**config.mk**
```make
export PLATFORM = sky130hd
export DESIGN_NAME = psx_stat_alu
export DESIGN_NICKNAME = d
export VERILOG_FILES = /design/src/hw/rtl/psx_pkg.sv /design/src/hw/rtl/psx_stat_alu.sv
export SDC_FILE = /design/constraint.sdc
export NUM_CORES = 1
export LEC_CHECK = 0
export BUFFER_PORTS_ARGS = -buffer_cell sky130_fd_sc_hd__buf_2
export CORE_AREA = 2 2 296 298
export CTS_BUF_LIST = sky130_fd_sc_hd__clkbuf_4 sky130_fd_sc_hd__clkbuf_8
export DETAILED_ROUTE_END_ITERATION = 7
export DIE_AREA = 0 0 298 300
export PLACE_DENSITY = 0.39
export REMOVE_ABC_BUFFERS = 1
export SLEW_MARGIN = 30
export SYNTH_ARGS = -nofsm -noshare
export SYNTH_HDL_FRONTEND = slang
export SYNTH_SLANG_ARGS = --single-unit
```
**constraint.sdc**
```tcl
create_clock -name clock -period 6.2 [get_ports clock]
set_input_delay 1.55 -clock clock [delete_from_list [all_inputs] [get_ports clock]]
set_output_delay 1.55 -clock clock [all_outputs]
set_load 0.05 [all_outputs]
```
**src/hw/rtl/psx_pkg.sv**
```systemverilog
// ----------------------------------------------------------------------------
// psx_pkg: shared types and constants of the page statistics block
// Table size, slot widths, page code values, the per-slot statistics record
// and the field codes that step the shared adder through that record.
// ----------------------------------------------------------------------------
`default_nettype none

package psx_pkg;

   localparam int TABLE_ENTRIES = 32;
   localparam int SLOT_W        = $clog2(TABLE_ENTRIES);
   localparam int CNT_W         = $clog2(TABLE_ENTRIES + 1);
   localparam int KEY_W         = 64;
   localparam int SUM_W         = 48;

   localparam logic [15:0] LEVEL_LEAF = 16'd0;
   localparam logic [15:0] LEVEL_ROOT = 16'd1;
   localparam logic [15:0] DIR_LEFT   = 16'd1;
   localparam logic [15:0] DIR_RIGHT  = 16'd2;
   localparam logic [15:0] DIR_NONE   = 16'd5;

   typedef struct packed {
      logic [31:0]      root;
      logic [31:0]      leaf;
      logic [31:0]      total;
      logic [SUM_W-1:0] garbage;
      logic [31:0]      left;
      logic [31:0]      right;
      logic [31:0]      none;
      logic [31:0]      mismatch;
   } stat_type;

   localparam int STAT_W = $bits(stat_type);

   typedef struct packed {
      logic [31:0]      page_number;
      logic [KEY_W-1:0] index_key;
      logic [15:0]      tree_level;
      logic [15:0]      garbage_bytes;
      logic [15:0]      insert_direction;
      logic [31:0]      header_lsn_low;
      logic [31:0]      trailer_lsn_low;
   } item_type;

   typedef enum logic [2:0] {
      FLD_ROOT     = 3'd0,
      FLD_LEAF     = 3'd1,
      FLD_TOTAL    = 3'd2,
      FLD_GARBAGE  = 3'd3,
      FLD_LEFT     = 3'd4,
      FLD_RIGHT    = 3'd5,
      FLD_NONE     = 3'd6,
      FLD_MISMATCH = 3'd7
   } fld_type;

   typedef struct packed {
      logic    load;
      logic    clear;
      logic    step;
      fld_type fld;
   } alu_ctl_type;

endpackage

`default_nettype wire

```
**src/hw/rtl/psx_stat_alu.sv**
```systemverilog
// ----------------------------------------------------------------------------
// psx_stat_alu: shared statistics adder
// Holds the record of the current slot and updates one field per step through
// a single 48-bit adder.
// ----------------------------------------------------------------------------
`default_nettype none

module psx_stat_alu
   import psx_pkg::*;
(
   input  wire logic        clock,
   input  wire alu_ctl_type ctl,
   input  wire item_type    item,
   input  wire stat_type    rd_data,
   output stat_type         record
);

   stat_type         record_ff;
   stat_type         record_in;
   logic [SUM_W-1:0] operand;
   logic [SUM_W-1:0] addend;
   logic [SUM_W-1:0] sum;

   always_comb begin
      operand = '0;
      addend  = '0;
      unique case (ctl.fld)
         FLD_ROOT: begin
            operand = SUM_W'(record_ff.root);
         end
         FLD_LEAF: begin
            operand = SUM_W'(record_ff.leaf);
            addend  = SUM_W'(item.tree_level == LEVEL_LEAF);
         end
         FLD_TOTAL: begin
            operand = SUM_W'(record_ff.total);
            addend  = SUM_W'(1'b1);
         end
         FLD_GARBAGE: begin
            operand = record_ff.garbage;
            addend  = SUM_W'(item.garbage_bytes);
         end
         FLD_LEFT: begin
            operand = SUM_W'(record_ff.left);
            addend  = SUM_W'(item.insert_direction == DIR_LEFT);
         end
         FLD_RIGHT: begin
            operand = SUM_W'(record_ff.right);
            addend  = SUM_W'(item.insert_direction == DIR_RIGHT);
         end
         FLD_NONE: begin
            operand = SUM_W'(record_ff.none);
            addend  = SUM_W'(item.insert_direction == DIR_NONE);
         end
         FLD_MISMATCH: begin
            operand = SUM_W'(record_ff.mismatch);
            addend  = SUM_W'(item.header_lsn_low != item.trailer_lsn_low);
         end
         default: begin
            operand = '0;
         end
      endcase
   end

   assign sum = operand + addend;

   always_comb begin
      record_in = record_ff;
      if (ctl.load) begin
         record_in = ctl.clear ? '0 : rd_data;
      end else if (ctl.step) begin
         unique case (ctl.fld)
            FLD_ROOT: begin
               if (item.tree_level == LEVEL_ROOT) begin
                  record_in.root = item.page_number;
               end
            end
            FLD_LEAF:     record_in.leaf     = sum[31:0];
            FLD_TOTAL:    record_in.total    = sum[31:0];
            FLD_GARBAGE:  record_in.garbage  = sum;
            FLD_LEFT:     record_in.left     = sum[31:0];
            FLD_RIGHT:    record_in.right    = sum[31:0];
            FLD_NONE:     record_in.none     = sum[31:0];
            FLD_MISMATCH: record_in.mismatch = sum[31:0];
            default:      record_in = record_ff;
         endcase
      end
   end

   always_ff @(posedge clock) begin
      record_ff <= record_in;
   end

   assign record = record_ff;

endmodule

`default_nettype wire

```
==> summary.md <==
| Metric | Value |
|---|---|
| Status | finished, final reports clean |
| Worst path slowest cell | or4b_1 |
| Die area | just under 90000 µm² |
| Synth Instances | 1298 |
| Max FFs per register | roughly 270 |
| Drt initial violations | 884 |
| Max-Cap Viols | 0 |
| Root Buffer | clkbuf_8 |
| Clock Power Share | approximately a third |
| Asr flop ratio synth | 0% |
| Critical path arrival | about 6.3 ns |
| Synth warn | 0 |
| Synth Register Bits | roughly 270 |
| Die width | 298 µm |
| Critical path, cell by cell | buf_2 > nor4_2 > buf_4 > nand4_1 > o31a_1 > o221ai_1 > buf_4 > ha_1 > inv_1 > fa_1 > nor2b_1 > o211ai_1 > a21oi_1 > a211oi_2 > or4b_1 > or4_1 > and3_1 > or3_1 |
| H-tree levels | 2 |
| Worst Path Required | 6.61 ns |
| CP bufs+invs | 4 |
| Comb pwr share | 30.4% |
| Final core utilization | 25.7% |
| Initial Util | between 10% and 20% |
| Final ANT Viol Nets | 0 |
| GRT Total Usage | 18.3% |
| Internal power | ~4 mW |
| Area Growth Syn to Fin | 46.3% |
| Synth Cell Area | roughly 15000 µm² |
| Bufs on Longest Clock Path | 3 |
| Avg Cell Area, Syn | 11.7 µm² |
| Crit Path Category | in -> reg |
| Kind of cell adding the most delay to the critical path | simple AND/OR/NAND/NOR gates |
| Port-buffer cells | ~700 |
| Crit path max fanout | 2 |
| Die Y | approximately 300 µm |
| DR WL/cell | 25.7 µm |
| CP Launch Type | primary input |
| Synth top area share | 54.0% |
| GPL Wtd Cong | 0.959 |
| Final setup viols | 0 |
| CTS buffer count | 58 |
| Synth top area cells | edfxtp_1 54%, a21o_1 9.2%, nand2_1 3.8%, mux2i_1 3.2%, xor2_1 2.3% |
| Layout Skew | 0.0536 ns |
| Vias/cell | roughly 4.4 |
| Area of the multi-input gates | 6640 µm² |
| DRC | 0 |
| Crit path top cell by count | buf_4 |
| Fraction of layout cells with a size suffix above 1 | 45.6% |
| First-pass GRT wire length | 116 mm |
| Worst Tran Pin Value | between 0.9 and 1 ns |
| CP Capture Type | register |
| Ys flop type | edfxtp_1 |
| Min cycle time layout | about 5.9 ns |
| # hold bufs at CTS | 0 |
| Worst-Skew Late Latency | approximately 0.67 ns |
| Final wirelength | 85.3 mm |
| Vias in the first global route | 15600 |
| Routed vias | 14600 |
| Power per cell area | 289 nW/µm² |
| WHS | 0.686 ns |
| Core area | 86200 µm² |
| Psw | 2.40 mW |
| Max_slew headroom | 38.0% |
| Post-DP HPWL | 64.4 mm |
| Count leader, synth | edfxtp_1 |
| Initial antenna violation count | 17 |
| Peak VDD IR | 147 µV |
| Fin crit share | 95.4% |
| Sequential share of power | 37.7% |
| Area leader, netlist | edfxtp_1 |
| Fin. max-slew vios | 0 |
| Synth unique cells | 83 |
| Post-synth EDFFs | approximately 270 |
| Overflow after GRT | 0 |
| Final hold violations | 0 |
| HP Class | reg -> reg |
| Pre-antenna DRT Iters | 5 |
| Post-synthesis sequential area ratio | 54.0% |
| Fmax | 0.169 GHz |
| CTS tree | built |
| Sequential cell area | 8170 µm² |
| Largest net degree at the start of global routing | 101 |
| Most frequent cells after synthesis | 272 x edfxtp_1, 185 x a21o_1, 153 x nand2_1, 76 x nor2_1, 54 x clkbuf_1 |
| CP peak stage delay | 0.54 ns |
| Nets@finish | ~2600 |
| Leakage Power | 10.6 nW |
| Rows | 108 |
| RSZ-0062 raised after global routing | false |
| TritonCTS sink count | between 200 and 300 |
| Fill cells | roughly 9500 |
| IO Pins | ~760 |
| Switch share | 37.4% |
| Reg clk slew, reported paths | 0.06 ns |
==> tightest hold or removal path: stages (launching register included) <==
cell and delay [ns]:
edfxtp_1 0.40, a32oi_1 0.11, nand2_1 0.07
==> worst paths after layout <==
path | cells after the start | slack (ns) | end | from
worst min-delay path | 2 | 0.69 | record[166] | record[166]
worst max-delay path | 18 | 0.29 | record[174] | item[105]
worst min register to register | 2 | 0.69 | record[166] | record[166]
worst max register to register | 16 | 1.56 | record[26] | record[10]
==> power by group through the flow <==
stage	combinational (mW)	clock (mW)	sequential [mW]
CTS	1.97	2.12	2.42
finish	1.95	2.04	2.42
global route	2.06	2.19	2.44
floorplan	0.524	0	3.09
global placement	1.96	0	2.45
detailed placement	1.96	0	2.46
==> routing by layer <==
| layer | global-route usage (%) | vias up | routed length, µm |
|---|---|---|---|
| li1 | - | 6637 | - |
| met3 | 3.94 | 122 | 5520 |
| met2 | 31.5 | 625 | 41600 |
| met4 | 6.23 | 8 | 2570 |
| met5 | 0 | - | 56 |
| met1 | 22.5 | 7252 | 35600 |
==> final cells by class <==
type                       instances  share of cell area [%]
antenna                           12                   0.136
clock buffer                      74                    4.20
clock inverter                    27                    1.05
inverter                          12                   0.215
multi-input combinational        932                    30.0
sequential                       272                    36.9
tap                             1155                    6.53
timing repair buffer             829                    21.0
==> kinds of logic (layout without fill, tap and decap cells) <==
kind of cell	count (synthesis)	after routing	share of synthesized area (%)
adders and majority gates	17	17	1.45
DFF	272	272	54.0
other	0	12	0
muxes	72	72	6.00
AOI/OAI and AO/OA	403	403	20.0
and+or+nand+nor	391	391	12.7
xor gates and xnor gates	49	49	2.83
buffers and inverters	94	942	3.07
==> layout by cell type, fill, tap and decap left out, types with 13 or more instances in the layout <==
cell / instances
buf_2: 691
edfxtp_1: 272
a21o_1: 185
nand2_1: 149
buf_4: 126
nor2_1: 74
clkbuf_8: 60
mux2i_1: 48
xor2_1: 39
a21oi_1: 36
a22o_1: 36
o21ai_0: 25
nor3_1: 22
nand3_1: 20
and2_1: 18
ha_1: 16
clkinv_1: 15
nor4_1: 15
mux4_2: 14
and3_1: 14
clkbuf_4: 14
nor2b_1: 13
a211oi_1: 13
==> timing repair <==
item / CTS / global route
setup endpoints to repair: 0 / 11
gates resized for setup: 0 / 2
buffers inserted: 0 / 0
==> per-stage QoR <==
step	worst slack [ns]	area (µm²)	instances	TNS [ns]	power, mW
2_1_floorplan	-5.77	14700	1216	-1463.46	3.61
3_3_place_gp	-0.610	20900	3199	-20.46	4.41
3_5_place_dp	-0.574	20900	3199	-18.54	4.42
4_1_cts	0.121	22100	3300	0	6.51
5_1_grt	0.0411	22100	3310	0	6.69
6_report	0.286	22100	3313	0	6.41
Note: power is estimated with default switching activity, not from simulation.
