<file path="src/hw/rtl/psx_ram.sv">
// ----------------------------------------------------------------------------
// psx_ram: generic single-port-write, single-port-read RAM
// One write and one read per cycle; read data is registered.
// ----------------------------------------------------------------------------
`default_nettype none

module psx_ram #(
   parameter int WIDTH = 8,
   parameter int DEPTH = 32
) (
   input  wire logic                     clock,
   input  wire logic                     wr_en,
   input  wire logic [$clog2(DEPTH)-1:0] wr_addr,
   input  wire logic [WIDTH-1:0]         wr_data,
   input  wire logic [$clog2(DEPTH)-1:0] rd_addr,
   output logic      [WIDTH-1:0]         rd_data
);

   logic [WIDTH-1:0] mem_ff [DEPTH];

   always_ff @(posedge clock) begin
      if (wr_en) begin
         mem_ff[wr_addr] <= wr_data;
      end
      rd_data <= mem_ff[rd_addr];
   end

endmodule

`default_nettype wire

</file>
<file path="config.mk">
export PLATFORM = sky130hd
export DESIGN_NAME = psx_ram
export DESIGN_NICKNAME = d
export VERILOG_FILES = /design/src/hw/rtl/psx_ram.sv
export SDC_FILE = /design/constraint.sdc
export NUM_CORES = 1
export LEC_CHECK = 0
export ABC_CLOCK_PERIOD_IN_PS = 4300
export BUFFER_PORTS_ARGS = -buffer_cell sky130_fd_sc_hd__buf_2
export CORE_ASPECT_RATIO = 1.1
export CORE_MARGIN = 5
export CORE_UTILIZATION = 60
export DETAILED_ROUTE_END_ITERATION = 10
export PLACE_DENSITY = 0.83
export SLEW_MARGIN = 0
export SYNTH_ARGS = -nofsm -noshare
export SYNTH_HDL_FRONTEND = slang
export SYNTH_SLANG_ARGS = --single-unit
</file>
<file path="constraint.sdc">
create_clock -name clock -period 4.3 [get_ports clock]
set_input_delay 0.215 -clock clock [delete_from_list [all_inputs] [get_ports clock]]
set_output_delay 0.215 -clock clock [all_outputs]
set_load 0.02 [all_outputs]
</file>
==> results_dict.tcl, run 1 <==
set metrics [dict create \
    core_area_sq_um 16400 \
    synth_cells 417 \
    postSynthAreaPerCell_sq_um 24.1 \
    grt_use_total_pct 21.0 \
    cts_num_sinks 264 \
    cts_buffer_depth 3 \
    portBuffers 27 \
    run_status "finished, final reports clean" \
    ys_top_cells_by_count "edfxtp_1 (256), mux4_2 (80), nor2_1 (33)" \
    powerDensity_nw_per_um2 470 \
    placed_cells 630 \
    htree_levels 1 \
    die_y_microns 146 \
    synth_nets 437 \
    numCtsBuffers 25 \
    num_rows 49 \
    setup_tns_ns 0 \
    ant_nets 0 \
    worstSetupPathType "primary input to flop" \
    max-cap-violations 0 \
    ir_drop_v 0.000350 \
    grt_start_max_net_pins 65 \
    drtIter0Drc 607 \
    skew_ns 0.0184 \
    max_stage_delay_ns 0.58 \
    yosys.area.top_type "edfxtp_1" \
    cts_resized 0 \
    synth-edff-count 256 \
    dr_total_vias 4518 \
    hpwlAfterDp_microns 11900 \
    placed_cell_area_sq_um 10400 \
    fmax_ghz 0.467 \
    critPathSlowestCell "mux4_2" \
    viasPerCell 6.68 \
    min_period_ns 2.14 \
    start_util_pct 61.2 \
    io_pins 28 \
    antenna_found_initial 0 \
    slew_headroom_pct 36.0 \
    clock_latency_ns 0.52 \
    tightest_slew_ns 0.956 \
    min-delay-path-class "primary input to flop" \
    cts_root_buffer "clkbuf_16" \
    synthArstFlopShare_pct 0 \
    globalplace.congestion 0.764 \
    worst_setup_path_start_kind "primary input" \
    ys_seq_elements 264 \
    grt_overflow 0 \
    yosys_most_used_dff "edfxtp_1" \
    cp-end-kind "flop" \
    final_cells 676 \
    hold_violations 0 \
    crit_path_max_fanout 34 \
    wl_per_cell_microns 29.3 \
    crit_top_cell "mux4_2" \
    area_delta_synth_final_pct 11.0 \
    setup_viol 0 \
    p_leak_nw 3.48 \
    startpoint "rd_addr[0]" \
    routed_wirelength_microns 19800 \
    holdWs_ns 0.164 \
    fin_area_sq_um 11200 \
    cts_tree "yes" \
    r2r-start "mem_ff[23][0]" \
    cts_setup_buffers 0 \
    crit_family "multiplexers" \
    yosysWarnings 0 \
    synth_area_leaders "edfxtp_1 (76%), mux4_2 (18%), dfxtp_1 (1.6%)" \
    finalCritPeriodShare_pct 49.8 \
    synth.most_common_cell "edfxtp_1" \
    setup_ws_ns 2.16 \
    fp.dieW_microns 133 \
    synth_area_sq_um 10100 \
    grt_pass1_wl_microns 30000 \
    synth.distinct_cells 15 \
    cp_data_arrival_time_ns 2.54 \
    final_core_util_pct 67.9 \
    critPathRequiredTime_ns 4.70 \
    place_ws_ns 1.61 \
    grt_pass1_vias 4684 \
    clk_pin_slew_ns 0.06 \
    synth_top_area_share_pct 76.5 \
    power_mw 5.24 \
    layout-drive-gt1-share_pct 32.8 \
    drc 0 \
    crit_buf_inv 2 \
    rsz0062_at_grt "false" \
    diodes 0 \
    min_from "rd_addr[3]" \
    path_cells "buf_4, buf_12, mux4_2, mux4_2, mux2_2" \
    maxSlewViolCount 0 \
    dr.pass1.iters 5 \
    nets 473 \
    ys_seq_area_share_pct 78.1 \
    die_area_sq_um 19400 \
    ctsHoldBuffers 0 \
]
sequential cells by signal (all words and copies together) (netlist names):
| signal | flops |
|---|---|
| mem_ff | 256 |
| rd_data | 8 |
logic make-up (layout without fill, tap and decap cells):
kind of cell / after synthesis / count (layout) / share of synthesized area (%)
DFF: 264 / 264 / 78.1
muxes: 88 / 88 / 18.8
and+or+nand+nor: 45 / 45 / 2.07
buffers and inverters: 20 / 75 / 1.06
path summary, 6_finish.rpt:
| path | slack (ns) | endpoint | cells past startpoint |
|---|---|---|---|
| max reg2reg | 2.46 | rd_data[0] | 3 |
| min | 0.16 | rd_data[7] | 2 |
| max | 2.16 | rd_data[3] | 5 |
| min reg2reg | 0.93 | rd_data[4] | 3 |
power by group:
group	internal, mW	total (mW)	switching [mW]
clock	1.23	2.10	0.869
sequential	2.86	2.88	0.0144
combinational	0.114	0.271	0.158
total	4.20	5.24	1.04
layout make-up:
class                      count  area [sq um]
tap                          204           255
fill                         974          5270
clock inverter                12           113
timing repair buffer          29           165
clock buffer                  34           679
multi-input combinational    133          2100
sequential                   264          7850
placed cells by master (no fill, tap or decap), drive strengths merged:
cell,instances
buf,29
bufinv,2
clkbuf,34
clkinv,9
dfxtp,8
edfxtp,256
inv,1
mux2,8
mux4,80
nand2,1
nand3,2
nand3b,5
nor2,33
or3,1
or3b,3
metal layers:
metal	up-vias	GRT usage (%)	routed length [microns]
li1	1852	-	-
met1	2373	31.4	7480
met2	260	32.3	9860
met3	33	4.08	1900
met4	0	6.58	550
met5	-	0	0
worst register-to-register path: cells and delay by family, from the launching register on:
family / cells / cell delay, ns
DFF: 1 / 0.39
muxes: 3 / 1.35
Power figures use the tool's default switching activity.
==> run 2, diff against run 1 <==
--- a/config.mk
+++ b/config.mk
@@ -5,13 +5,13 @@
 export SDC_FILE = /design/constraint.sdc
 export NUM_CORES = 1
 export LEC_CHECK = 0
-export ABC_CLOCK_PERIOD_IN_PS = 4300
+export ABC_CLOCK_PERIOD_IN_PS = 1700
 export BUFFER_PORTS_ARGS = -buffer_cell sky130_fd_sc_hd__buf_2
 export CORE_ASPECT_RATIO = 1.1
 export CORE_MARGIN = 5
-export CORE_UTILIZATION = 60
+export CORE_UTILIZATION = 55
 export DETAILED_ROUTE_END_ITERATION = 10
-export PLACE_DENSITY = 0.83
+export PLACE_DENSITY = 0.8
 export SLEW_MARGIN = 0
 export SYNTH_ARGS = -nofsm -noshare
 export SYNTH_HDL_FRONTEND = slang
==> constraint.sdc (replaced) <==
create_clock -name clock -period 1.7 [get_ports clock]
set_input_delay 0.085 -clock clock [delete_from_list [all_inputs] [get_ports clock]]
set_output_delay 0.085 -clock clock [all_outputs]
set_load 0.02 [all_outputs]
==> results_dict.tcl, run 2 (synthesis results as in run 1) <==
set metrics [dict create \
    run_status "finished, violations left" \
    violations "setup timing" \
    grt_use_total_pct 20.8 \
    clkPwrFrac_pct 39.9 \
    routed_wirelength_microns 21500 \
    skew_ns 0.0187 \
    worst_setup_path_start_kind "flop" \
    die_area_sq_um 21100 \
    num_rows 51 \
    drc 0 \
    ant_nets 0 \
    area_delta_synth_final_pct 15.8 \
    cp-end-kind "flop" \
    final_common_cell "edfxtp_1" \
    cp_data_arrival_time_ns 2.25 \
    rr_endpoint "rd_data[4]" \
    viasPerCell 6.30 \
    layout-drive-gt1-share_pct 38.4 \
    numCtsBuffers 24 \
    worstSetupPathType "flop to flop" \
    powerDensity_nw_per_um2 1150 \
    antenna_found_initial 0 \
    holdWs_ns 0.111 \
    r2r_slack_ns -0.14 \
    cts_tree "yes" \
    clock_latency_ns 0.52 \
    start_util_pct 56.3 \
    max-cap-violations 0 \
    grt_pass1_wl_microns 32900 \
    place_ws_ns -0.395 \
    final_cells 754 \
    cts_root_buffer "clkbuf_16" \
    fmax_ghz 0.544 \
    core_area_sq_um 17900 \
    wl_per_cell_microns 28.5 \
    power.net_switching_mw 2.66 \
    grt_pass1_vias 5048 \
    largest_reg_flops 256 \
    largest_registers "mem_ff: 256 flops, rd_data: 8 flops" \
    seqPwrFrac_pct 54.3 \
    globalplace.congestion 0.821 \
    tightest_slew_ns 0.632 \
    portBuffers 27 \
    drtIter0Drc 618 \
    startpoint "mem_ff[10][4]" \
    placed_cell_area_sq_um 10800 \
    cts_setup_buffers 0 \
    placed_cells 709 \
    crit_path_max_fanout 1 \
    p_leak_nw 3.75 \
    hold_violations 0 \
    slew_headroom_pct 57.9 \
    cts_buffer_depth 3 \
    min_period_ns 1.84 \
    cp-endpoint "rd_data[4]" \
    critPathRequiredTime_ns 2.11 \
    htree_levels 1 \
    grt_overflow 0 \
    diodes 0 \
    die_y_microns 152 \
    pwr-share-comb_pct 5.7 \
    power_mw 13.4 \
    switching_share_pct 19.9 \
    clk_pin_slew_ns 0.07 \
    setup_tns_ns -0.902 \
    fp.dieW_microns 139 \
    rsz0062_at_grt "true" \
    finalCritPeriodShare_pct 108 \
    setup_ws_ns -0.140 \
    io_pins 28 \
    largest_register "mem_ff" \
    reg2regPathDepth 3 \
    final_core_util_pct 65.2 \
    dr.pass1.iters 5 \
    dr_total_vias 4748 \
    maxSlewViolCount 0 \
    internal_power_mw 10.7 \
    mostFrequentLayoutCells "edfxtp_1 (256), mux4_2 (80), buf_4 (40)" \
    setup_viol 8 \
    r2r-start "mem_ff[10][4]" \
    grt_start_max_net_pins 33 \
    fin_area_sq_um 11600 \
    nets 518 \
    ir_drop_v 0.000725 \
    hpwlAfterDp_microns 12700 \
    cts_num_sinks 264 \
    min-delay-path-class "primary input to flop" \
]
run 2: worst min path at each step:
stage / endpoint / depth (start not counted) / from / slack [ns]
after floorplan: mem_ff[0][0] / 0 / wr_data[0] / 0.18
after global placement: rd_data[2] / 1 / rd_data[2] / 0.51
after detailed placement: rd_data[2] / 1 / rd_data[2] / 0.51
after CTS: mem_ff[4][7] / 1 / wr_data[7] / 0.11
after global routing: mem_ff[4][7] / 1 / wr_data[7] / 0.12
final: mem_ff[23][5] / 1 / wr_data[5] / 0.11
run 2: worst max-delay path, stage by stage, from the launching register on:
cell and delay (ns):
edfxtp_1 0.40, mux4_2 0.52, mux4_2 0.54, mux2_4 0.29
run 2: per-layer routing:
layer | vias to the layer above | wire (microns) | global-route usage, %
met5 | - | 0 | 0
met4 | 0 | 623 | 6.06
met3 | 35 | 1840 | 3.39
met2 | 268 | 11000 | 34.3
met1 | 2502 | 7980 | 29.4
li1 | 1943 | - | -
run 2: layout make-up:
class                   instances  area, sq um
repair buffers                 75          601
well taps                     238          298
fillers                      1131         6220
multi-input cells             133         2110
clock buffers                  37          701
clock inverters                 7         88.8
flip-flops and latches        264         7850
run 2: timing repair:
item                                   in CTS  in global routing
setup endpoints to repair                   8                  8
hold buffers                                1                  0
resized for setup                           3                  0
gates cloned                                0                  0
endpoints found under the hold margin       2                  0
run 2: power groups by stage:
stage	sequential (mW)	clock [mW]	combinational [mW]
floorplan	7.43	0	0.417
global placement	7.40	0	0.726
detailed placement	7.40	0	0.749
CTS	7.27	5.42	0.774
global route	7.27	5.74	0.816
finish	7.27	5.34	0.768
